### config.mk
export PLATFORM = sky130hd
export DESIGN_NAME = tgs_accum
export DESIGN_NICKNAME = d
export VERILOG_FILES = /design/src/design/tgs_pkg.sv /design/src/design/tgs_accum.sv
export SDC_FILE = /design/constraint.sdc
export NUM_CORES = 2
export LEC_CHECK = 0
export BUFFER_PORTS_ARGS = -buffer_cell sky130_fd_sc_hd__buf_2
export CAP_MARGIN = 20
export CORE_MARGIN = 2
export CORE_UTILIZATION = 60
export CTS_BUF_LIST = sky130_fd_sc_hd__clkbuf_8
export DETAILED_ROUTE_END_ITERATION = 8
export PLACE_DENSITY = 0.77
export SETUP_SLACK_MARGIN = 0.4
export SLEW_MARGIN = 20
export SYNTH_ARGS = -nofsm -noshare
export SYNTH_HDL_FRONTEND = slang
export SYNTH_SLANG_ARGS = --single-unit
### constraint.sdc
create_clock -name clk -period 7.4 [get_ports clk]
set_input_delay 1.11 -clock clk [delete_from_list [all_inputs] [get_ports clk]]
set_output_delay 1.11 -clock clk [all_outputs]
set_load 0.005 [all_outputs]
### src/design/tgs_pkg.sv
// tgs_pkg: constants, types and helper functions of the trilinear grid sampler
// used by every module of the block; depends on nothing else
`timescale 1ns / 1ps

package tgs_pkg;

  // grid and number format
  localparam int FRAC_BITS   = 16;
  localparam int MAX_DIM     = 16;
  localparam int VOXEL_DEPTH = 4096;
  localparam int ADDR_W      = $clog2(VOXEL_DEPTH);
  localparam int DATA_W      = 32;
  localparam int POS_W       = 22;
  localparam int FLOOR_W     = POS_W - FRAC_BITS;
  localparam int DIM_W       = 5;
  localparam int COORD_W     = $clog2(MAX_DIM);
  localparam int WGT_W       = FRAC_BITS + 1;
  localparam int TERM_W      = DATA_W + 1;
  localparam int CORNERS     = 8;
  localparam int CNT_W       = $clog2(CORNERS);
  localparam int ACC_W       = TERM_W + CNT_W;
  localparam int CFG_IDX_W   = 3;
  localparam int TDATA_W     = 112;

  // request kinds carried in tuser
  localparam logic CMD_WRITE  = 1'b0;
  localparam logic CMD_SAMPLE = 1'b1;

  // configuration register indexes
  typedef enum logic [CFG_IDX_W-1:0] {
    REG_DIM_X  = 3'd0,
    REG_DIM_Y  = 3'd1,
    REG_DIM_Z  = 3'd2,
    REG_WRAP_X = 3'd3,
    REG_WRAP_Y = 3'd4,
    REG_WRAP_Z = 3'd5
  } cfg_reg_t;

  // sequencer states
  typedef enum logic [1:0] {
    ST_IDLE,
    ST_SETUP,
    ST_READ
  } state_t;

  // effective grid setup (dimensions already limited to 2..MAX_DIM)
  typedef struct packed {
    logic [DIM_W-1:0] dim_x;
    logic [DIM_W-1:0] dim_y;
    logic [DIM_W-1:0] dim_z;
    logic             wrap_x;
    logic             wrap_y;
    logic             wrap_z;
  } grid_cfg_t;

  // sequencer strobes toward the address generator
  typedef struct packed {
    logic load;
    logic setup;
    logic issue;
  } seq_ctl_t;

  // one corner term on its way into the multiply pipeline
  typedef struct packed {
    logic             valid;
    logic             first;
    logic             last;
    logic [WGT_W-1:0] wx;
    logic [WGT_W-1:0] wy;
    logic [WGT_W-1:0] wz;
  } term_req_t;

  // limit a dimension register to 2..MAX_DIM
  function automatic logic [DIM_W-1:0] eff_dim(input logic [DIM_W-1:0] d);
    logic [DIM_W-1:0] r;
    if (d < DIM_W'(2)) r = DIM_W'(2);
    else if (d > DIM_W'(MAX_DIM)) r = DIM_W'(MAX_DIM);
    else r = d;
    return r;
  endfunction

  // corner coordinate: wrap modulo dim or clamp to 0..dim-1
  // wrap: bias by a multiple of dim to go positive, then restoring remainder
  function automatic logic [COORD_W-1:0] corner_coord(
    input logic signed [FLOOR_W:0] c,
    input logic [DIM_W-1:0]        dim,
    input logic                    wrap
  );
    logic [DIM_W+FLOOR_W-1:0] v;
    logic [DIM_W+FLOOR_W-1:0] dim_ext;
    logic [DIM_W+FLOOR_W-1:0] step;
    logic [DIM_W+FLOOR_W-1:0] c_ext;
    logic [DIM_W-1:0]         dim_m1;
    logic [COORD_W-1:0]       res;
    dim_ext = {{FLOOR_W{1'b0}}, dim};
    c_ext   = {{(DIM_W-1){c[FLOOR_W]}}, c};
    dim_m1  = dim - DIM_W'(1);
    if (wrap) begin
      v = c_ext + (dim_ext << (FLOOR_W - 1));
      for (int k = FLOOR_W - 1; k >= 0; k--) begin
        step = dim_ext << k;
        if (v >= step) v = v - step;
      end
      res = v[COORD_W-1:0];
    end else if (c[FLOOR_W]) begin
      res = '0;
    end else if (c_ext >= dim_ext) begin
      res = dim_m1[COORD_W-1:0];
    end else begin
      res = c[COORD_W-1:0];
    end
    return res;
  endfunction

endpackage

### src/design/tgs_accum.sv
// tgs_accum: weight multiply pipeline, eight-term accumulator, saturation and
// the result register of the output stream; depends on tgs_pkg
`timescale 1ns / 1ps

module tgs_accum (
  input  logic                               clk,
  input  logic                               rst,
  input  tgs_pkg::term_req_t                 req,
  input  logic signed [tgs_pkg::DATA_W-1:0]  rd_data,
  output logic                               busy,
  output logic                               m_tvalid,
  input  logic                               m_tready,
  output logic [tgs_pkg::DATA_W-1:0]         m_tdata
);

  localparam int FB = tgs_pkg::FRAC_BITS;
  localparam int WW = tgs_pkg::WGT_W;
  localparam int DW = tgs_pkg::DATA_W;
  localparam int TW = tgs_pkg::TERM_W;
  localparam int AW = tgs_pkg::ACC_W;
  localparam logic signed [AW-1:0] SAT_HI = {{(AW-DW+1){1'b0}}, {(DW-1){1'b1}}};
  localparam logic signed [AW-1:0] SAT_LO = {{(AW-DW+1){1'b1}}, {(DW-1){1'b0}}};

  logic                    s1_valid, s1_first, s1_last;
  logic [WW-1:0]           s1_wxy, s1_wz;
  logic                    s2_valid, s2_first, s2_last;
  logic [WW-1:0]           s2_wt;
  logic signed [DW-1:0]    s2_val;
  logic                    s3_valid, s3_first, s3_last;
  logic signed [TW-1:0]    s3_term;
  logic signed [AW-1:0]    acc, acc_next;
  logic                    done, done_next;
  logic                    out_load;
  logic [2*WW-1:0]         prod_xy, prod_t;
  logic signed [WW+DW:0]   prod_v;
  logic signed [AW-1:0]    sat;

  assign prod_xy = (2*WW)'(req.wx) * (2*WW)'(req.wy);
  assign prod_t  = (2*WW)'(s1_wxy) * (2*WW)'(s1_wz);
  assign prod_v  = (WW+DW+1)'($signed({1'b0, s2_wt})) * (WW+DW+1)'(s2_val);

  // valid and framing flags
  always_ff @(posedge clk) begin
    if (rst) begin
      s1_valid <= 1'b0;
      s2_valid <= 1'b0;
      s3_valid <= 1'b0;
    end else begin
      s1_valid <= req.valid;
      s2_valid <= s1_valid;
      s3_valid <= s2_valid;
    end
  end

  // stage 1: x by y weight; stage 2: times z, voxel arrives from the store;
  // stage 3: weighted value, floor of the fixed-point shift
  always_ff @(posedge clk) begin
    s1_first <= req.first;
    s1_last  <= req.last;
    s1_wxy   <= prod_xy[FB +: WW];
    s1_wz    <= req.wz;
    s2_first <= s1_first;
    s2_last  <= s1_last;
    s2_wt    <= prod_t[FB +: WW];
    s2_val   <= rd_data;
    s3_first <= s2_first;
    s3_last  <= s2_last;
    s3_term  <= prod_v[FB +: TW];
  end

  // running sum, restarted by the first corner of a sample
  always_comb begin
    acc_next = acc;
    if (s3_valid) begin
      acc_next = (s3_first ? '0 : acc) + {{(AW-TW){s3_term[TW-1]}}, s3_term};
    end
  end

  always_ff @(posedge clk) begin
    acc <= acc_next;
  end

  // finished sum waits here until the result register is free
  always_comb begin
    out_load  = done && (!m_tvalid || m_tready);
    done_next = done;
    if (out_load) done_next = 1'b0;
    if (s3_valid && s3_last) done_next = 1'b1;
  end

  always_ff @(posedge clk) begin
    if (rst) done <= 1'b0;
    else done <= done_next;
  end

  // saturate to the 32-bit signed range
  always_comb begin
    if (acc > SAT_HI) sat = SAT_HI;
    else if (acc < SAT_LO) sat = SAT_LO;
    else sat = acc;
  end

  // result register
  always_ff @(posedge clk) begin
    if (rst) begin
      m_tvalid <= 1'b0;
    end else if (out_load) begin
      m_tvalid <= 1'b1;
    end else if (m_tready) begin
      m_tvalid <= 1'b0;
    end
  end

  always_ff @(posedge clk) begin
    if (out_load) m_tdata <= sat[DW-1:0];
  end

  assign busy = s1_valid || s2_valid || s3_valid || done;

  // a new sample only enters an empty pipeline
  a_first_into_empty: assert property (@(posedge clk) disable iff (rst)
    req.valid && req.first |-> !s1_valid && !s2_valid && !s3_valid && !done)
    else $error("sample started while the previous one was in flight");

  // the last term always leaves a finished sum behind
  a_last_sets_done: assert property (@(posedge clk) disable iff (rst)
    s3_valid && s3_last |=> done)
    else $error("last term did not complete the sum");

  // a finished sum moves out as soon as the result register frees up
  a_done_drains: assert property (@(posedge clk) disable iff (rst)
    done && (!m_tvalid || m_tready) |=> m_tvalid && !done)
    else $error("finished sum not moved to the result register");

  // a result only appears from a finished sum
  a_valid_from_done: assert property (@(posedge clk) disable iff (rst)
    $rose(m_tvalid) |-> $past(done))
    else $error("result raised without a finished sum");

endmodule

## Yosys cells after proc, flatten, opt, wreduce, memory -nomap -nowiden

Index checks and enable logic that the tools add are counted.

| word-level totals | value |
|---|---|
| output and inout bits | 34 |
| logic and storage cells | 39 |
| register bits after elaboration | 195 |
| bits of input ports | 89 |

| operators by class | value |
|---|---|
| $lt $le $gt $ge | 2 |
| muxes and demuxes | 6 |
| multiply operators | 3 |
| reduce and logical (&&, ||, !) cells | 9 |
| add/subtract/negate cells | 1 |

Operators by type and width:

| cell | number |
|---|---|
| 17-bit by 17-bit multiplier with 33-bit output | 2 |
| 18-bit by 32-bit multiplier with 49-bit output | 1 |
| 36-bit adder | 1 |
| 36-bit by 32-bit > comparator with 1-bit output, second input constant | 1 |
| 36-bit by 32-bit less-than comparator with 1-bit output, second input constant | 1 |
| 36-bit 2-to-1 mux | 1 |
| 32-bit 2-to-1 mux | 1 |
| 1-bit logical OR | 4 |
| 1-bit 2-to-1 mux | 4 |
| 2-bit nonzero test | 2 |
| 1-bit logical AND | 2 |
| 1-bit zero test | 1 |

## Depth between registers and ports, before layout

| depth | value |
|---|---|
| depth in word-level cells | 5 |
| depth in mapped cells | 25 |
| gate-level depth less buffers | 24 |

## Least setup slack after synthesis

Ideal clock, no wire load.

| path | value |
|---|---|
| path kind | in2reg |
| start | in req[26] (netlist bit) |
| end | reg s1_wxy[15] |
| data required time | 7.328 ns |
| buffers on the path | 2 |
| stages | 24 |
| library setup time | 0.072 ns |
| data arrival time | 6.629 ns |
| setup slack | 0.699 ns |
| cell sequence | clkbuf_1 > clkbuf_1 > nand2_1 > fa_1 > inv_1 > fa_1 > inv_1 > fa_1 > inv_1 > fa_1 > fa_1 > inv_1 > fa_1 > inv_1 > ha_1 > and3_1 > and3_1 > o21ai_1 > a31oi_1 > o21ai_0 > a21oi_1 > or3_1 > a21oi_1 > xnor2_1 |

| between the ends | value |
|---|---|
| cells in the longest elaborated chain, start to end | 1 |

Ends and longest elaborated chain:

| element | RTL line | RTL |
|---|---|---|
| from (decl) | tgs_accum.sv:8 | `input tgs_pkg::term_req_t req,` |
| 17-bit by 17-bit multiplier with 33-bit output | tgs_accum.sv:38 | `assign prod_xy = (2*WW)'(req.wx) * (2*WW)'(req.wy);` |
| named net prod_xy[31] | tgs_accum.sv:34 | `logic [2*WW-1:0] prod_xy, prod_t;` |
| to (signal assigned) | tgs_accum.sv:60 | `s1_wxy <= prod_xy[FB +: WW];` |
| to (decl) | tgs_accum.sv:25 | `logic [WW-1:0] s1_wxy, s1_wz;` |

The timed path passes the listed nets, and every way through them passes these cells.
A chain may end at the register's enable or synchronous reset.

## Worst setup path after layout

| path | value |
|---|---|
| start | reg s2_val[10] |
| end | reg s3_term[32] |

| between the ends | value |
|---|---|
| cells in the longest elaborated chain, start to end | 1 |

Ends and longest elaborated chain:

| element | RTL line | RTL |
|---|---|---|
| from (decl) | tgs_accum.sv:28 | `logic signed [DW-1:0] s2_val;` |
| from (signal assigned) | tgs_accum.sv:65 | `s2_val <= rd_data;` |
| 18-bit by 32-bit multiplier with 49-bit output | tgs_accum.sv:40 | `assign prod_v = (WW+DW+1)'($signed({1'b0, s2_wt})) * (WW+DW+1)'(s2_val);` |
| named net prod_v[48] | tgs_accum.sv:35 | `logic signed [WW+DW:0] prod_v;` |
| to (signal assigned) | tgs_accum.sv:68 | `s3_term <= prod_v[FB +: TW];` |
| to (decl) | tgs_accum.sv:30 | `logic signed [TW-1:0] s3_term;` |

The timed path passes the listed nets, and every way through them passes these cells.

==> implementation parameters <==
Parameter                              Value

Setup path
  Startpoint of the lowest-slack register-to-register path    s2_val[10]$_DFF_P_
  Reg2Reg Setup Slack    590 ps
  Launching element type of the critical path    flop
  Path type of the worst setup path    flop to flop
  Data arrival time of the critical path    7310 ps
  Cells on worst reg2reg path    23
  Element type at the critical path end    flop
  Req. time, crit path    7910 ps
  Crit Path Max Fanout    9
  Reg-to-Reg End    s3_term[32]$_DFF_P_

Floorplanning
  Initial standard-cell utilization of the core    60.8%
  Vertical extent of the die    ~270 um
  Core Area    0.0703 mm^2
  Floorplan die area    ~0.073 mm^2
  Boundary pin count    123
  Floorplan die width    271 um
  Cell Rows    97

GRT
  Total congestion overflow    0
  Met3 Resource Use GR    4.75%
  Wire length of the first global-routing pass    roughly 170 mm
  Global routing's busiest layer    met2
  Total GRT Usage    between 20% and 30%
  Largest net degree at the start of global routing    39
  Via count of the first global-routing pass    33000
  Met2 demand-to-capacity share in global routing    48.6%
  Grt met1 use    ~37%
  Initial antenna violation count    0

Clock tree
  Max clock buf depth    2
  Htree depth    4
  TritonCTS clock tree    done
  Number of buffers created by CTS    17
  Worst-path clk slew    160 ps
  Cts-stage hold buffer count    0
  Later-pin clock latency in the skew report    between 600 and 700 ps
  Sink Count    195
  Cell at the root of the clock tree    sky130_fd_sc_hd__clkbuf_8

Yosys
  Post-synthesis sequential element count    just under 200
  Synthesized netlist cell count    ~4600
  Area share of the leading cell type in the synthesized netlist    between 40 and 50%
  Number of nets in the synthesized netlist    5962
  Main area contributors after synthesis    sky130_fd_sc_hd__fa_1 45%, sky130_fd_sc_hd__ha_1 10%, sky130_fd_sc_hd__inv_1 9.9%
  Yosys warning total    0
  Post-synth EDFFs    68
  Post-Syn Area per Cell    approximately 9.4 um^2
  FFs w/ async S/R, synth    0%
  Post-synth top area cell    sky130_fd_sc_hd__fa_1
  Primary FF master, synth    sky130_fd_sc_hd__dfxtp_1
  Post-synthesis instance area    0.0427 mm^2
  Cell variety after synth    61
  Sequential fraction of the synthesis area    10.7%

Run status
  Status    completed

Drt
  WL/cell    ~18 um
  DRC violations left    0
  Count of TritonRoute iterations in the first routing pass    5
  Via density    5.34
  Iter 0 DRT Violations    1903
  Overall routed net length    98.1 mm
  Total number of vias    29700
  Number of nets with antenna violations after routing    0

STA
  Worst slew margin relative to its limit    32.0%
  Total negative slack    0 ps
  Period utilisation layout    92.0%
  RSZ-0062 raised after global routing    no
  Peak clock frequency supported by timing    147 MHz
  Slew @ Worst Pin    just over 1000 ps
  Number of endpoints with negative hold slack in the final report    0
  Clock Skews    37.8 ps
  Setup violations, final    0
  Final period demand of the worst path    6810 ps
  Number of slew-limit violations in the final report    0

Layout
  Filler cell count    5775
  Most frequent cells in the layout    1124 x sky130_fd_sc_hd__inv_1, 957 x sky130_fd_sc_hd__fa_1, 597 x sky130_fd_sc_hd__nand2_1, 570 x sky130_fd_sc_hd__and2_1, 351 x sky130_fd_sc_hd__ha_1
  Layout area overhead    5.47%
  Layout net count    between 6000 and 7000
  Most common cell after layout, fill and taps aside    sky130_fd_sc_hd__inv_1
  Number of cells in the finished layout apart from fillers    5568
  Post-layout utilization of the core    64.1%
  # diodes    0
  Share of cells above drive strength 1    6.42%

Hold path
  Worst hold endpoint    s2_first$_DFF_P_
  Hold path startpoint    s1_first$_DFF_P_
  Type of the most critical hold path    flop to flop
  Count of cells along the worst hold path    0

Placed design
  Post-detail-place hpwl    80.1 mm
  Buffers added on ports    122
  Gpl congestion    0.957
  Placed insts    between 5000 and 6000

Flow run
  Number of maximum-capacitance constraint violations    0
-- how the worst max path moves through the flow --
stage | startpoint | endpoint | slack [ps] | cells past startpoint
after global placement | req[22] | s1_wxy[15]$_DFF_P_ | 270 | 23
after detailed placement | req[19] | s1_wxy[15]$_DFF_P_ | 240 | 22
after CTS | s2_val[6]$_DFF_P_ | s3_term[32]$_DFF_P_ | 420 | 23
after floorplan | req[26] | s1_wxy[15]$_DFF_P_ | 700 | 24
after global routing | s2_val[4]$_DFF_P_ | s3_term[32]$_DFF_P_ | 390 | 21
final | s2_val[10]$_DFF_P_ | s3_term[32]$_DFF_P_ | 590 | 23
-- metrics by stage --
stage | worst slack, ps | hold slack [ps] | cell area, um^2
global route | 389 | 309 | 45100
floorplan | 699 | 310 | 42700
detailed placement | 242 | 315 | 44500
CTS | 419 | 311 | 45000
global placement | 271 | 311 | 44500
finish | 593 | 309 | 45100
-- layout make-up --
class	count	area (um^2)	area share, %
Multi-Input combinational cell	3074	33300	73.9
Sequential cell	195	4640	10.3
Clock inverter	15	238	0.527
Timing Repair Buffer	203	1260	2.79
Clock buffer	17	234	0.519
Inverter	1124	4220	9.36
Tap cell	940	1180	2.61
-- synth_stat cells, types with 21 or more instances --
cell type / n
sky130_fd_sc_hd__inv_1: 1124
sky130_fd_sc_hd__fa_1: 957
sky130_fd_sc_hd__nand2_1: 597
sky130_fd_sc_hd__and2_1: 570
sky130_fd_sc_hd__ha_1: 351
sky130_fd_sc_hd__clkbuf_1: 171
sky130_fd_sc_hd__dfxtp_1: 127
sky130_fd_sc_hd__xnor2_1: 75
sky130_fd_sc_hd__a21oi_1: 74
sky130_fd_sc_hd__nor2_1: 71
sky130_fd_sc_hd__edfxtp_1: 68
sky130_fd_sc_hd__o21a_1: 49
sky130_fd_sc_hd__nor2b_1: 47
sky130_fd_sc_hd__a21o_1: 39
sky130_fd_sc_hd__o21ai_0: 36
sky130_fd_sc_hd__xor2_1: 31
sky130_fd_sc_hd__nand3_1: 23
sky130_fd_sc_hd__nor3_1: 21
-- registers in the layout, summed over array words and instances (netlist names) --
name / cells
s3_term: 33
s2_val: 32
s1_wxy: 17
s2_valid: 1
m_tdata: 32
s2_first: 1
done: 1
s2_last: 1
m_tvalid: 1
s1_valid: 1
s3_valid: 1
s1_first: 1
acc: 36
s3_first: 1
s1_wz: 17
s3_last: 1
s2_wt: 17
s1_last: 1
-- repair_timing --
action,4_1_cts,5_1_grt
resized for setup,10,36
buffers inserted,0,1
setup endpoints to repair,2,10
pin swaps,0,1
-- kinds of logic (layout without fill, tap and decap cells) --
| family | Yosys count | after routing | share of synthesized area [%] |
|---|---|---|---|
| AND/OR/NAND/NOR | 1381 | 1381 | 16.2 |
| AO/OA/AOI/OAI | 279 | 279 | 4.39 |
| adder cells (fa/ha/maj) | 1308 | 1308 | 55.1 |
| buffers and inverters | 1296 | 1359 | 11.4 |
| flip-flops | 195 | 195 | 10.7 |
| XOR/XNOR | 106 | 106 | 2.17 |
-- layer usage --
metal  vias to the layer above  routed length, um
met1                     15000              39100
met3                       213               6400
met5                         -                  0
met4                         0               4170
li1                      13500                  -
met2                      1039              48400
-- critical path, cell delays in order (launching register included) --
cell                      delay (ps)
sky130_fd_sc_hd__dfxtp_2         510
sky130_fd_sc_hd__buf_4           250
sky130_fd_sc_hd__and2_1          180
sky130_fd_sc_hd__fa_1            420
sky130_fd_sc_hd__inv_1            80
sky130_fd_sc_hd__fa_1            450
sky130_fd_sc_hd__fa_1            520
sky130_fd_sc_hd__inv_1            50
sky130_fd_sc_hd__fa_1            500
sky130_fd_sc_hd__fa_1            500
sky130_fd_sc_hd__inv_1            50
sky130_fd_sc_hd__fa_1            480
sky130_fd_sc_hd__inv_1            40
sky130_fd_sc_hd__ha_1            320
sky130_fd_sc_hd__a21oi_1         230
sky130_fd_sc_hd__nor2_1           70
sky130_fd_sc_hd__or3_1           490
sky130_fd_sc_hd__nor4_4          220
sky130_fd_sc_hd__o31a_2          220
sky130_fd_sc_hd__o21ai_2          90
sky130_fd_sc_hd__a221o_2         390
sky130_fd_sc_hd__a211o_2         330
sky130_fd_sc_hd__a21oi_2         150
sky130_fd_sc_hd__xnor2_1         130
Power is not shown: default switching activity piles up to over one toggle a cycle in this logic, so the estimate is an artifact.
