**src/design/tgs_pkg.sv**
```systemverilog
// tgs_pkg: constants, types and helper functions of the trilinear grid sampler
// used by every module of the block; depends on nothing else
`timescale 1ns / 1ps

package tgs_pkg;

  // grid and number format
  localparam int FRAC_BITS   = 16;
  localparam int MAX_DIM     = 16;
  localparam int VOXEL_DEPTH = 4096;
  localparam int ADDR_W      = $clog2(VOXEL_DEPTH);
  localparam int DATA_W      = 32;
  localparam int POS_W       = 22;
  localparam int FLOOR_W     = POS_W - FRAC_BITS;
  localparam int DIM_W       = 5;
  localparam int COORD_W     = $clog2(MAX_DIM);
  localparam int WGT_W       = FRAC_BITS + 1;
  localparam int TERM_W      = DATA_W + 1;
  localparam int CORNERS     = 8;
  localparam int CNT_W       = $clog2(CORNERS);
  localparam int ACC_W       = TERM_W + CNT_W;
  localparam int CFG_IDX_W   = 3;
  localparam int TDATA_W     = 112;

  // request kinds carried in tuser
  localparam logic CMD_WRITE  = 1'b0;
  localparam logic CMD_SAMPLE = 1'b1;

  // configuration register indexes
  typedef enum logic [CFG_IDX_W-1:0] {
    REG_DIM_X  = 3'd0,
    REG_DIM_Y  = 3'd1,
    REG_DIM_Z  = 3'd2,
    REG_WRAP_X = 3'd3,
    REG_WRAP_Y = 3'd4,
    REG_WRAP_Z = 3'd5
  } cfg_reg_t;

  // sequencer states
  typedef enum logic [1:0] {
    ST_IDLE,
    ST_SETUP,
    ST_READ
  } state_t;

  // effective grid setup (dimensions already limited to 2..MAX_DIM)
  typedef struct packed {
    logic [DIM_W-1:0] dim_x;
    logic [DIM_W-1:0] dim_y;
    logic [DIM_W-1:0] dim_z;
    logic             wrap_x;
    logic             wrap_y;
    logic             wrap_z;
  } grid_cfg_t;

  // sequencer strobes toward the address generator
  typedef struct packed {
    logic load;
    logic setup;
    logic issue;
  } seq_ctl_t;

  // one corner term on its way into the multiply pipeline
  typedef struct packed {
    logic             valid;
    logic             first;
    logic             last;
    logic [WGT_W-1:0] wx;
    logic [WGT_W-1:0] wy;
    logic [WGT_W-1:0] wz;
  } term_req_t;

  // limit a dimension register to 2..MAX_DIM
  function automatic logic [DIM_W-1:0] eff_dim(input logic [DIM_W-1:0] d);
    logic [DIM_W-1:0] r;
    if (d < DIM_W'(2)) r = DIM_W'(2);
    else if (d > DIM_W'(MAX_DIM)) r = DIM_W'(MAX_DIM);
    else r = d;
    return r;
  endfunction

  // corner coordinate: wrap modulo dim or clamp to 0..dim-1
  // wrap: bias by a multiple of dim to go positive, then restoring remainder
  function automatic logic [COORD_W-1:0] corner_coord(
    input logic signed [FLOOR_W:0] c,
    input logic [DIM_W-1:0]        dim,
    input logic                    wrap
  );
    logic [DIM_W+FLOOR_W-1:0] v;
    logic [DIM_W+FLOOR_W-1:0] dim_ext;
    logic [DIM_W+FLOOR_W-1:0] step;
    logic [DIM_W+FLOOR_W-1:0] c_ext;
    logic [DIM_W-1:0]         dim_m1;
    logic [COORD_W-1:0]       res;
    dim_ext = {{FLOOR_W{1'b0}}, dim};
    c_ext   = {{(DIM_W-1){c[FLOOR_W]}}, c};
    dim_m1  = dim - DIM_W'(1);
    if (wrap) begin
      v = c_ext + (dim_ext << (FLOOR_W - 1));
      for (int k = FLOOR_W - 1; k >= 0; k--) begin
        step = dim_ext << k;
        if (v >= step) v = v - step;
      end
      res = v[COORD_W-1:0];
    end else if (c[FLOOR_W]) begin
      res = '0;
    end else if (c_ext >= dim_ext) begin
      res = dim_m1[COORD_W-1:0];
    end else begin
      res = c[COORD_W-1:0];
    end
    return res;
  endfunction

endpackage

```
**src/design/tgs_addr_gen.sv**
```systemverilog
// tgs_addr_gen: splits a sample position into floor and fraction, finds the
// corner coordinates and walks the eight corners; depends on tgs_pkg
`timescale 1ns / 1ps

module tgs_addr_gen (
  input  logic                                clk,
  input  logic                                rst,
  input  tgs_pkg::grid_cfg_t                  cfg,
  input  tgs_pkg::seq_ctl_t                   ctl,
  input  logic signed [tgs_pkg::POS_W-1:0]    pos_x,
  input  logic signed [tgs_pkg::POS_W-1:0]    pos_y,
  input  logic signed [tgs_pkg::POS_W-1:0]    pos_z,
  output logic [tgs_pkg::ADDR_W-1:0]          rd_addr,
  output tgs_pkg::term_req_t                  req,
  output logic                                last_corner
);

  localparam int FW  = tgs_pkg::FLOOR_W;
  localparam int FB  = tgs_pkg::FRAC_BITS;
  localparam int CW  = tgs_pkg::COORD_W;
  localparam int WW  = tgs_pkg::WGT_W;
  localparam int DW  = tgs_pkg::DIM_W;
  localparam int YW  = CW + DW;
  localparam int ZW  = CW + 2 * DW;
  localparam logic [WW-1:0] ONE = WW'(1) << FB;

  logic signed [FW-1:0]       fl_x, fl_y, fl_z;
  logic [FB-1:0]              fr_x, fr_y, fr_z;
  logic [CW-1:0]              c0_x, c1_x, c0_y, c1_y, c0_z, c1_z;
  logic [2*DW-1:0]            dxy;
  logic [tgs_pkg::CNT_W-1:0]  cnt;
  logic signed [FW:0]         lo_x, lo_y, lo_z;
  logic signed [FW:0]         hi_x, hi_y, hi_z;
  logic [CW-1:0]              cx, cy, cz;
  logic [YW-1:0]              off_y;
  logic [ZW-1:0]              off_z;
  logic [ZW-1:0]              lin;

  // capture floor and fraction of each axis when a sample is taken
  always_ff @(posedge clk) begin
    if (ctl.load) begin
      fl_x <= pos_x[tgs_pkg::POS_W-1:FB];
      fl_y <= pos_y[tgs_pkg::POS_W-1:FB];
      fl_z <= pos_z[tgs_pkg::POS_W-1:FB];
      fr_x <= pos_x[FB-1:0];
      fr_y <= pos_y[FB-1:0];
      fr_z <= pos_z[FB-1:0];
    end
  end

  // low and high neighbor along each axis
  always_comb begin
    lo_x = {fl_x[FW-1], fl_x};
    lo_y = {fl_y[FW-1], fl_y};
    lo_z = {fl_z[FW-1], fl_z};
    hi_x = lo_x + (FW+1)'(1);
    hi_y = lo_y + (FW+1)'(1);
    hi_z = lo_z + (FW+1)'(1);
  end

  // corner coordinates and the plane stride
  always_ff @(posedge clk) begin
    if (ctl.setup) begin
      c0_x <= tgs_pkg::corner_coord(lo_x, cfg.dim_x, cfg.wrap_x);
      c1_x <= tgs_pkg::corner_coord(hi_x, cfg.dim_x, cfg.wrap_x);
      c0_y <= tgs_pkg::corner_coord(lo_y, cfg.dim_y, cfg.wrap_y);
      c1_y <= tgs_pkg::corner_coord(hi_y, cfg.dim_y, cfg.wrap_y);
      c0_z <= tgs_pkg::corner_coord(lo_z, cfg.dim_z, cfg.wrap_z);
      c1_z <= tgs_pkg::corner_coord(hi_z, cfg.dim_z, cfg.wrap_z);
      dxy  <= (2*DW)'(cfg.dim_x) * (2*DW)'(cfg.dim_y);
    end
  end

  // corner counter, bit 0 picks x, bit 1 y, bit 2 z
  always_ff @(posedge clk) begin
    if (rst) begin
      cnt <= '0;
    end else if (ctl.setup) begin
      cnt <= '0;
    end else if (ctl.issue) begin
      cnt <= cnt + tgs_pkg::CNT_W'(1);
    end
  end

  // linear address of the current corner; it stays below MAX_DIM cubed
  always_comb begin
    cx    = cnt[0] ? c1_x : c0_x;
    cy    = cnt[1] ? c1_y : c0_y;
    cz    = cnt[2] ? c1_z : c0_z;
    off_y = YW'(cy) * YW'(cfg.dim_x);
    off_z = ZW'(cz) * ZW'(dxy);
    lin   = ZW'(cx) + ZW'(off_y) + off_z;
    rd_addr = lin[tgs_pkg::ADDR_W-1:0];
  end

  // axis weights and term request
  always_comb begin
    last_corner = (cnt == tgs_pkg::CNT_W'(tgs_pkg::CORNERS - 1));
    req.valid = ctl.issue;
    req.first = (cnt == '0);
    req.last  = last_corner;
    req.wx    = cnt[0] ? {1'b0, fr_x} : (ONE - {1'b0, fr_x});
    req.wy    = cnt[1] ? {1'b0, fr_y} : (ONE - {1'b0, fr_y});
    req.wz    = cnt[2] ? {1'b0, fr_z} : (ONE - {1'b0, fr_z});
  end

  // corners must land inside the grid
  a_corner_in_grid: assert property (@(posedge clk) disable iff (rst)
    req.valid |-> ({1'b0, cx} < cfg.dim_x) && ({1'b0, cy} < cfg.dim_y) &&
                  ({1'b0, cz} < cfg.dim_z))
    else $error("corner coordinate outside the grid");

  // the first corner comes straight after setup
  a_first_after_setup: assert property (@(posedge clk) disable iff (rst)
    req.valid && req.first |-> $past(ctl.setup))
    else $error("first corner issued without setup");

endmodule

```
**config.mk**
```make
export PLATFORM = sky130hd
export DESIGN_NAME = tgs_addr_gen
export DESIGN_NICKNAME = d
export VERILOG_FILES = /design/src/design/tgs_pkg.sv /design/src/design/tgs_addr_gen.sv
export SDC_FILE = /design/constraint.sdc
export NUM_CORES = 1
export LEC_CHECK = 0
export BUFFER_PORTS_ARGS = -buffer_cell sky130_fd_sc_hd__buf_2
export CAP_MARGIN = 20
export CELL_PAD_IN_SITES_DETAIL_PLACEMENT = 1
export CELL_PAD_IN_SITES_GLOBAL_PLACEMENT = 2
export CORE_ASPECT_RATIO = 0.8
export CORE_UTILIZATION = 39
export DETAILED_ROUTE_END_ITERATION = 10
export PLACE_DENSITY_LB_ADDON = 0.2
export SYNTH_ARGS = -nofsm -noshare
export SYNTH_HDL_FRONTEND = slang
export SYNTH_SLANG_ARGS = --single-unit
export TNS_END_PERCENT = 1
```
**constraint.sdc**
```tcl
create_clock -name clk -period 19.7 [get_ports clk]
set_input_delay 1.97 -clock clk [delete_from_list [all_inputs] [get_ports clk]]
set_output_delay 1.97 -clock clk [all_outputs]
set_load 0.01 [all_outputs]
```
Word level (Yosys, flattened, before mapping)
Cells that the tools add are included.

cells by class
  $add $sub $neg = 54
  $mul = 3
  div/mod/pow operators = 0
  order comparisons = 42
  equal/unequal tests = 1
  shift-type cells = 0
  muxes and demuxes = 120
  bitwise gates (word level) = 0
  reductions and logical operators = 2

operators by type and width
  cell                                                 number
  2-to-1 mux 11 bit                                    90
  greater-or-equal comparator 11 x 5 -> 1 bit          12
  2-to-1 mux 4 bit                                     27
  adder 11 x 10 -> 11 bit                              6
  greater-or-equal comparator 11 x 10 -> 1 bit         6
  greater-or-equal comparator 11 x 6 -> 1 bit          6
  greater-or-equal comparator 11 x 7 -> 1 bit          6
  greater-or-equal comparator 11 x 8 -> 1 bit          6
  greater-or-equal comparator 11 x 9 -> 1 bit          6
  subtractor 11 x 10 -> 11 bit                         6
  subtractor 11 x 6 -> 11 bit                          6
  subtractor 11 x 7 -> 11 bit                          6
  subtractor 11 x 8 -> 11 bit                          6
  subtractor 11 x 9 -> 11 bit                          6
  2-to-1 mux 17 bit                                    3
  subtractor 17 x 16 -> 17 bit (first input constant)  3
  subtractor 4 bit                                     6
  adder 6 x 2 -> 7 bit (second input constant)         3
  adder 10 x 12 -> 12 bit                              1
  multiplier 4 x 10 -> 12 bit                          1
  subtractor 4 x 1 -> 4 bit (second input constant)    3
  adder 4 x 9 -> 10 bit                                1
  multiplier 5 x 5 -> 10 bit                           1
  multiplier 4 x 5 -> 9 bit                            1
  4 further kinds                                      4

word-level totals
  flip-flop bits (word level) = 103
  bits in latches = 0
  RAM bits = 0
  bits in read-only memories = 0
  input bits = 89
  output and inout bits = 67
  word-level logic and storage cells = 236
  memories kept = 0

Depth between registers and ports, before layout
Gate-level depths: netlist (run 1).

  word-level depth = 25
  mapped depth = 69
  mapped depth without buffers = 67

Least setup slack after synthesis (run 1)
Ideal clock, no wire load.

  kind = input-to-reg
  from = in cfg[8] (netlist bit)
  to = reg c1_y[2] (data pin)
  setup time = 0.261 ns
  data arrival time = 13.971 ns
  setup slack = 5.468 ns
  cell stages on the path = 61
  buffers on the path = 1
  cells stage by stage = ha_1 > fa_1 > a21oi_1 > nor2_1 > nor2_1 > xnor2_1 > ha_1 > and2_1 > and4_1 > a311oi_2 > nand2_2 > nand2_1 > xor2_1 > inv_1 > ha_1 > nor2b_1 > o21ai_0 > a21oi_1 > [25 not listed] > ha_1 > nor2b_1 > o21ai_0 > nand2b_1 > a21oi_1 > nand4b_1 > o32a_1 > o21a_1 > a211oi_1 > ha_1 > a21o_1 > a21oi_1 > nor2b_1 > o21ai_0 > nand2b_1 > nor4_2 > a211oi_1 > a311o_1

on the way
  word-level cells in the longest chain between the ends = 24
  elaborated cells between the ends (all ways) = 34
  classes of those cells = add/sub: 8; order compare: 7; mux: 19

ends and longest elaborated chain
  item                                                                                                 RTL line            source
  start, declared                                                                                      tgs_addr_gen.sv:8   input tgs_pkg::grid_cfg_t cfg,
  adder 11 x 10 -> 11 bit                                                                              tgs_pkg.sv:99       v = c_ext + (dim_ext << (FLOOR_W - 1));
  subtractor 11 x 10 -> 11 bit / greater-or-equal comparator 11 x 10 -> 1 bit (equally long branches)  tgs_pkg.sv:102      if (v >= step) v = v - step;
  2-to-1 mux 11 bit                                                                                    tgs_pkg.sv:102
  2-to-1 mux 11 bit                                                                                    tgs_pkg.sv:98       if (wrap) begin
  2-to-1 mux 11 bit                                                                                    tgs_addr_gen.sv:63  if (ctl.setup) begin
  subtractor 11 x 9 -> 11 bit / greater-or-equal comparator 11 x 9 -> 1 bit (equally long branches)    tgs_pkg.sv:102
  2-to-1 mux 11 bit                                                                                    tgs_pkg.sv:102
  2-to-1 mux 11 bit                                                                                    tgs_pkg.sv:98
  [8 not listed]                                                                                       --
  2-to-1 mux 11 bit                                                                                    tgs_addr_gen.sv:63
  subtractor 11 x 6 -> 11 bit / greater-or-equal comparator 11 x 6 -> 1 bit (equally long branches)    tgs_pkg.sv:102
  2-to-1 mux 11 bit                                                                                    tgs_pkg.sv:102
  2-to-1 mux 11 bit                                                                                    tgs_pkg.sv:98
  2-to-1 mux 11 bit                                                                                    tgs_addr_gen.sv:63
  greater-or-equal comparator 11 x 5 -> 1 bit / subtractor 4 bit (equally long branches)               tgs_pkg.sv:102
  2-to-1 mux 4 bit                                                                                     tgs_pkg.sv:102
  2-to-1 mux 4 bit *                                                                                   tgs_pkg.sv:98
  end signal, assigned                                                                                 tgs_addr_gen.sv:67  c1_y <= tgs_pkg::corner_coord(hi_y, cfg.dim_y, cfg.wrap_y);
  end, declared                                                                                        tgs_addr_gen.sv:29  logic [CW-1:0] c0_x, c1_x, c0_y, c1_y, c0_z, c1_z;

Mark *: on every way between the ends. The rest lies on a longest branch, timed or not. The select of a mux whose other input is x is not followed.
A chain may end at the register's enable or synchronous reset.

Worst setup path after layout (run 1)
  from = in cfg[8] (netlist bit)
  to = reg c0_y[2] (data pin)

on the way
  word-level cells in the longest chain between the ends = 24
  elaborated cells between the ends (all ways) = 34
  classes of those cells = add/sub: 8; order compare: 7; mux: 19

ends and longest elaborated chain
  item                                                                                                 RTL line            source
  adder 11 x 10 -> 11 bit                                                                              tgs_pkg.sv:99
  subtractor 11 x 10 -> 11 bit / greater-or-equal comparator 11 x 10 -> 1 bit (equally long branches)  tgs_pkg.sv:102
  2-to-1 mux 11 bit                                                                                    tgs_pkg.sv:102
  2-to-1 mux 11 bit                                                                                    tgs_pkg.sv:98
  2-to-1 mux 11 bit                                                                                    tgs_addr_gen.sv:63
  subtractor 11 x 9 -> 11 bit / greater-or-equal comparator 11 x 9 -> 1 bit (equally long branches)    tgs_pkg.sv:102
  2-to-1 mux 11 bit                                                                                    tgs_pkg.sv:102
  2-to-1 mux 11 bit                                                                                    tgs_pkg.sv:98
  [8 not listed]                                                                                       --
  2-to-1 mux 11 bit                                                                                    tgs_addr_gen.sv:63
  subtractor 11 x 6 -> 11 bit / greater-or-equal comparator 11 x 6 -> 1 bit (equally long branches)    tgs_pkg.sv:102
  2-to-1 mux 11 bit                                                                                    tgs_pkg.sv:102
  2-to-1 mux 11 bit                                                                                    tgs_pkg.sv:98
  2-to-1 mux 11 bit                                                                                    tgs_addr_gen.sv:63
  greater-or-equal comparator 11 x 5 -> 1 bit / subtractor 4 bit (equally long branches)               tgs_pkg.sv:102
  2-to-1 mux 4 bit                                                                                     tgs_pkg.sv:102
  2-to-1 mux 4 bit *                                                                                   tgs_pkg.sv:98
  end signal, assigned                                                                                 tgs_addr_gen.sv:66  c0_y <= tgs_pkg::corner_coord(lo_y, cfg.dim_y, cfg.wrap_y);
  end, declared                                                                                        tgs_addr_gen.sv:29

Marked as above.

==> results summary, run 1 <==
The worst reg2reg path depth came out at 61. After synthesis, the cell types taking the most area are ha_1 17%, edfxtp_1 14%, fa_1 8.1%, xnor2_1 4.1%, xor2_1 4.1%. No sink is reached through more buffers than the 2 on the longest clock path. The H-tree depth came out at 3. The net count of the mapped netlist is 3042. The final clock skew is 0.005459 ns. The number of gates resized after CTS came out at 0. The clock latency on the worst-skew pair is 0.39 ns. The signed area change from the synthesized netlist to the final layout is 8.957%. For this run, the total global-route usage over all layers was measured as 23.62%.

Setup repair after global routing left no endpoint under its margin. In the layout the commonest cells are 301 x ha_1, 215 x inv_1, 194 x nor2_1. The initial detailed-routing violation count came out at 849.

The number of detailed-route iterations in the first pass is 5. Of the synthesized area, sequential elements account for 14.17%. The row count came out at 76. The max-slew violation total from the final report is 0.

The synthesized netlist occupies a cell area of 21620 sq um. The die outline height is 212.6 um. The internal reg-to-reg setup slack is 3.83 ns. The fraction of layout instances using a drive strength above 1 is 11.44%.

The worst setup path is launched from a primary input. The library cell contributing the largest single delay on the critical path is a211oi_2. Using the TritonRoute via totals, the vias-per-cell ratio works out to 5.748. For this run the aggregate overflow at the end of global routing stands at 0.

The congestion estimate from routability-driven global placement came to 0.8516. The largest fanout on the critical path is 24. The initial cell density of the core is 39.82%. Tracing the worst setup path back leads to its startpoint at cfg[8]. Headroom to the max-slew limit came out at 29.21%. The pin count of the biggest net entering global routing came out at 67. The total wire length is 66110 um. The final period demand of the worst path came out at 16.54 ns. The share of the cycle needed by the critical path after routing came out at 83.95%.

The final standard cell utilization of the core is 43.39%. The run finished with clean final reports. The category of the most critical setup path is in2reg. The critical path contains buffers and inverters numbering 4 combined. The count of hold-fix buffers inserted at cts came out at 0.

The post-layout net count came out at 3181. Dividing the detail-routed wire length by the instance count gives 19.16 um. The total of flip-flops plus latches after synthesis is 103. Across the run, the number of max-cap violations was 0. The startpoint identified for the worst register-to-register timing path is fl_y[0]$_DFFE_PP_. The TritonCTS sink count is 103. In the synthesized netlist, the number of instances is 2565. The total of warnings raised by yosys is 0.

The die span in x is 265.3 um. The clock-pin slew reported for the worst setup and hold paths after clock tree synthesis came out at 0.09 ns. The via count of the first global-routing pass is 20700. The number of diodes is 0. The CTS tree is yes. The sum of negative setup slack is 0 ns. In the synthesized netlist the async set-or-reset flop fraction comes to 0%.

The number of port buffers is 155. The remaining antenna violation count came out at 0. The most common cell after layout, fill and taps aside is ha_1. The depth of the critical timing path with buffers and inverters included is 62. The family of cells with the greatest summed delay on the critical path is compound AO/OA/AOI/OAI gates. The overall die area came out at 56400 sq um.

The number of ports placed on the die boundary is 156. The tree is rooted in a clkbuf_16. The number of setup violations in the final report is 0. The number of distinct library cells after synthesis is 109. The synthesized design spends more area on one cell type than any other, namely ha_1. The final count of hold timing violations came out at 0. The top achievable clock speed is 60.47 MHz. The worst setup path is captured at a register. In this run the worst setup path terminates at c0_y[2]$_DFFE_PP_. The number of antenna violations at the first check in global routing is 1. The post-CTS repair timing setup buffer count is 0. The number of vias after detailed routing came out at 19830.

Clock tree synthesis inserted a total of 9 buffers. The worst path arrival time came out at 16.68 ns. The transition time at the pin with the least slew margin came out at 1.062 ns. The area share of the largest cell type after synthesis came out at 17.42%. After detailed routing, the number of remaining DRC violations is 0. The total core area is 54300 sq um. The global-route wire length before repair is 108800 um.

The critical path's largest stage delay is 0.53 ns. After synthesis, the mean cell area works out to 8.430 sq um. The tightest min-delay check is of the reg2reg type. The HPWL after detailed placement is 53770 um. The most numerous cell type found on the critical path is o21ai_0. The endpoint identified for the worst register-to-register timing path is c1_y[2]$_DFFE_PP_.

STA puts the critical path data required time at 19.85 ns. The number of flops mapped to enable cells by yosys is 100. In the synthesized netlist the dominant register cell turns out to be edfxtp_1.
-- cells in the mapped netlist, types with 21 or more instances --
master / count
clkbuf_1: 28
nand2b_1: 55
xor2_1: 102
nand4_1: 32
o211ai_1: 36
xnor2_1: 102
nor2_1: 194
mux2_2: 63
a31oi_1: 32
o21ai_0: 136
nand3_1: 46
a21o_1: 69
nor2b_1: 91
nand2_1: 151
nor3_1: 49
o21a_1: 23
nor4_1: 21
inv_1: 215
fa_1: 87
mux2i_1: 58
ha_1: 301
edfxtp_1: 100
and2_1: 36
a21oi_1: 162
-- how the worst min path moves through the flow --
stage	from	endpoint	slack (ns)	cells past startpoint
2_1_floorplan	cnt[2]$_SDFFE_PP0P_	cnt[2]$_SDFFE_PP0P_	0.75	3
3_3_place_gp	cnt[0]$_SDFFE_PP0P_	cnt[0]$_SDFFE_PP0P_	0.82	3
3_5_place_dp	cnt[0]$_SDFFE_PP0P_	cnt[0]$_SDFFE_PP0P_	0.82	3
4_1_cts	cnt[0]$_SDFFE_PP0P_	cnt[0]$_SDFFE_PP0P_	0.84	3
5_1_grt	cnt[1]$_SDFFE_PP0P_	cnt[1]$_SDFFE_PP0P_	0.89	2
6_report	cnt[0]$_SDFFE_PP0P_	cnt[0]$_SDFFE_PP0P_	0.83	3
-- flip-flops by register name, summed over array words and instances, names as in the netlist --
register	count
fr_x	16
fr_y	16
fr_z	16
dxy	10
fl_x	6
fl_y	6
fl_z	6
c0_x	4
c0_y	4
c0_z	4
c1_x	4
c1_y	4
c1_z	4
cnt	3
-- logic make-up (layout without fill, tap and decap cells) --
group                      Yosys count  after routing  synth area share, %
buffers and inverters              263            407                4.814
xor gates and xnor gates           206            206                8.442
and+or+nand+nor                    798            798                19.46
AOI/OAI and AO/OA                  683            683                21.44
muxes                              124            124                6.209
adders and majority gates          388            388                25.47
DFF                                103            103                14.17
-- worst reg2reg max path: cells and delay by family (launching register included) --
| family | cells | cell delay, ns |
|---|---|---|
| compound gates | 24 | 6.53 |
| simple gates | 24 | 4.80 |
| fa+ha+maj | 8 | 2.71 |
| flops | 1 | 0.59 |
| xor+xnor | 2 | 0.54 |
| mux | 1 | 0.31 |
| buf+inv | 2 | 0.17 |
-- area by class of cell --
class,count,area (sq um)
Fill cell,6522,30740
Multi-Input combinational cell,2199,17520
Sequential cell,103,3063
Timing Repair Buffer,175,933.4
Tap cell,741,927.1
Inverter,216,810.8
Clock buffer,9,225.2
Clock inverter,7,81.33
-- layer usage --
metal  up-vias  share of wire [%]  global-route usage [%]
met2       268                 45                   39.12
met4         2               0.82                   3.189
met5         -              0.020                       0
met3        41                2.9                   2.455
li1       9688                  -                       -
met1      9831                 52                   33.71
-- per-stage QoR --
stage / setup slack, ns / instance area [sq um] / instances / hold slack [ns]
final: 3.162 / 23560 / 3450 / 0.8319
after global routing: 1.841 / 23560 / 3450 / 0.8929
after detailed placement: 2.735 / 23240 / 3433 / 0.8182
after floorplan: 5.468 / 21620 / 2565 / 0.7480
after global placement: 2.960 / 23230 / 3432 / 0.8204
after CTS: 3.108 / 23550 / 3449 / 0.8391
Power of run 1 is not shown: default switching activity piles up to over one toggle a cycle in this logic, so the estimate is an artifact.
==> run 2: changes to the inputs <==
==> constraint.sdc (replaced) <==
create_clock -name clk -period 16.9 [get_ports clk]
set_input_delay 1.69 -clock clk [delete_from_list [all_inputs] [get_ports clk]]
set_output_delay 1.69 -clock clk [all_outputs]
set_load 0.01 [all_outputs]
==> run 2 against run 1 <==
Effect of this change: clock skew barely moved; first-iteration DRC count is 1.1% higher; wire length grew 0.53%; critical endpoint is now c1_y[2]$_DFFE_PP_; largest cell class unchanged; highest routed layer unchanged.
==> results summary, run 2 (same netlist as run 1, synthesis figures left out) <==
Setup repair after global routing could not meet its margin everywhere. The tree is rooted in a clkbuf_16. The number of buffer and inverter stages on the critical path is 3 (-1).

The sum of negative setup slack is 0 ns (unchanged). The number of ports placed on the die boundary came out at 156 (unchanged). The CTS tree is yes. The total wire length was 66460 um (+0.53%).

The initial cell density of the core is 39.82% (unchanged). The final clock skew came out at 0.005571 ns (+0.0001119 ns). The slowest stage of the critical path is the a2111oi_0 cell. The pin count of the biggest net entering global routing is 67 (unchanged). The TritonCTS sink count came out at 103 (unchanged). The H-tree depth was 3 (unchanged). The cell depth of the worst min-delay path was 3 (unchanged). The data required time at the worst endpoint is 17.05 ns (-2.80 ns).

The number of clock buffers inserted by TritonCTS came out at 9 (unchanged). The category of the worst setup path launch point is a primary input. The die outline height came to 212.6 um (unchanged). The worst path arrival time came out at 15.83 ns (-0.85 ns). The worst reg2reg path depth is 60 (-1.6%).

The clock latency on the worst-skew pair is 0.40 ns (about the same). The final period demand of the worst path is 15.68 ns. Leaving out fill and tap cells, the most frequent cell in the layout is ha_1. The worst hold margin is 0.8280 ns (-0.003945 ns).

The number of antenna violations at the first check in global routing is 2 (+1). The count of placed standard cells including taps is 3438 (+0.15%). The total core area came out at 54300 sq um (unchanged). The die span in x is 265.3 um (unchanged).

The worst setup path is of the in2reg kind. The average wire per standard cell was 19.24 um (+0.38%). The largest fanout on the critical path came out at 17 (-29%). The detailed-route DRC error count came out at 0 (unchanged). The depth of the critical timing path with buffers and inverters included is 58 (-6.5%). The overall die area is 56400 sq um (unchanged).

The via count of the first global-routing pass was 20570 (-0.64%). The number of max-cap violations is 0 (unchanged). The final estimated routing congestion in global placement was 0.8874 (+4.2%).

The transition time at the pin with the least slew margin came out at 1.098 ns (+0.03624 ns). The library cells used most frequently in the layout, excluding fill and tap cells, are 301 x ha_1, 215 x inv_1, 193 x nor2_1. The combined global-route utilization of all metal layers is 23.64% (about the same). The count of hold-fix buffers inserted at cts is 0 (unchanged). The number of diodes is 0 (unchanged). The HPWL after detailed placement is 54270 um (+0.93%). The largest registers in the layout are fr_x x16, fr_y x16, fr_z x16. The path type of the worst min-delay path is reg2reg. The critical path's largest stage delay is 0.64 ns (+0.11 ns). The non-filler instance count after layout is 3455 (+0.14%). The number of vias after detailed routing is 19760 (-0.37%). The max-slew violation total from the final report came out at 0 (unchanged). The number of buffers between clock root and the deepest sink is 2 (unchanged). The global-route wire length before repair came out at 108600 um (-0.22%). In this design, the largest share of critical-path delay is due to compound AO/OA/AOI/OAI gates. The number of vias per cell after detailed routing is 5.718 (-0.52%). The number of port buffers is 155 (unchanged). The global-route congestion overflow total came out at 0 (unchanged).

The worst setup path is captured at a register. The flow ran to the end, and the final reports show no timing, DRC or antenna violations. The remaining antenna violation count is 0 (unchanged). The fraction of layout instances using a drive strength above 1 came to 11.79% (+0.35 points). The number of setup violations in the final report is 0 (unchanged).

The row count came out at 76 (unchanged). The top achievable clock speed came out at 63.76 MHz. The clock-pin slew reported for the worst setup and hold paths after clock tree synthesis came out at 0.09 ns (about the same). The post-layout net count is 3186 (+0.16%). The final count of hold timing violations came out at 0 (unchanged). Counting stages on the worst path, the most repeated cell is o21ai_0. The signed area change from the synthesized netlist to the final layout came out at 9.310%. The initial detailed-routing violation count came to 858 (+1.1%). The number of detailed-route iterations in the first pass came out at 5 (unchanged). The share of the cycle needed by the critical path after routing came out at 92.80%. The worst slew margin relative to its limit is 26.70% (-2.5 points).
run 2: changes by cell type in the layout (fill, tap and decap cells not counted), moves of 2 or more:
cell / change
o21ai_1: +2
o21ai_0: -2
buf_4: +7
buf_2: -2
run 2: layout make-up:
type	count	area, sq um
sequential	103	3063
inverter	216	810.8
multi-input combinational	2199	17560
clock buffer	9	225.2
tap	741	927.1
clock inverter	7	81.33
fill	6525	30660
timing repair buffer	180	968.4
run 2: per-stage QoR:
step / util (%) / worst slack (ns) / cell area, sq um
floorplan: - / 2.948 / 21620
global placement: 42.87 / 0.6819 / 23280
detailed placement: 42.87 / 0.09693 / 23280
CTS: 43.44 / 0.5363 / 23590
global route: 43.53 / -0.1310 / 23640
finish: 43.53 / 1.216 / 23640
run 2: path summary, 6_finish.rpt:
| kind | from | end | slack, ns |
|---|---|---|---|
| worst max-delay path | cfg[9] | c1_y[2]$_DFFE_PP_ | 1.22 |
| worst min-delay path | cnt[0]$_SDFFE_PP0P_ | cnt[0]$_SDFFE_PP0P_ | 0.83 |
| worst max register to register | fl_y[0]$_DFFE_PP_ | c1_y[2]$_DFFE_PP_ | 1.27 |
| worst min register to register | cnt[0]$_SDFFE_PP0P_ | cnt[0]$_SDFFE_PP0P_ | 0.83 |
run 2: per-layer routing:
layer	vias to the layer above	routed length, um	track usage (%)
met5	-	23	0
met4	4	457	3.109
met3	36	2049	2.710
met2	276	29310	38.25
met1	9750	34620	34.34
li1	9690	-	-
run 2: repair_timing:
| action | 4_1_cts | 5_1_grt |
|---|---|---|
| gates resized for setup | 0 | 12 |
| buffers inserted | 0 | 1 |
| setup endpoints to repair | 0 | 12 |
| endpoints found under the hold margin | 0 | 0 |
run 2: tightest hold or removal path, stage by stage (launching register included):
cell and delay, ns:
dfxtp_1 0.36, buf_4 0.23, xnor2_1 0.16, nor3_1 0.04
Power of run 2 is left out for the same reason.
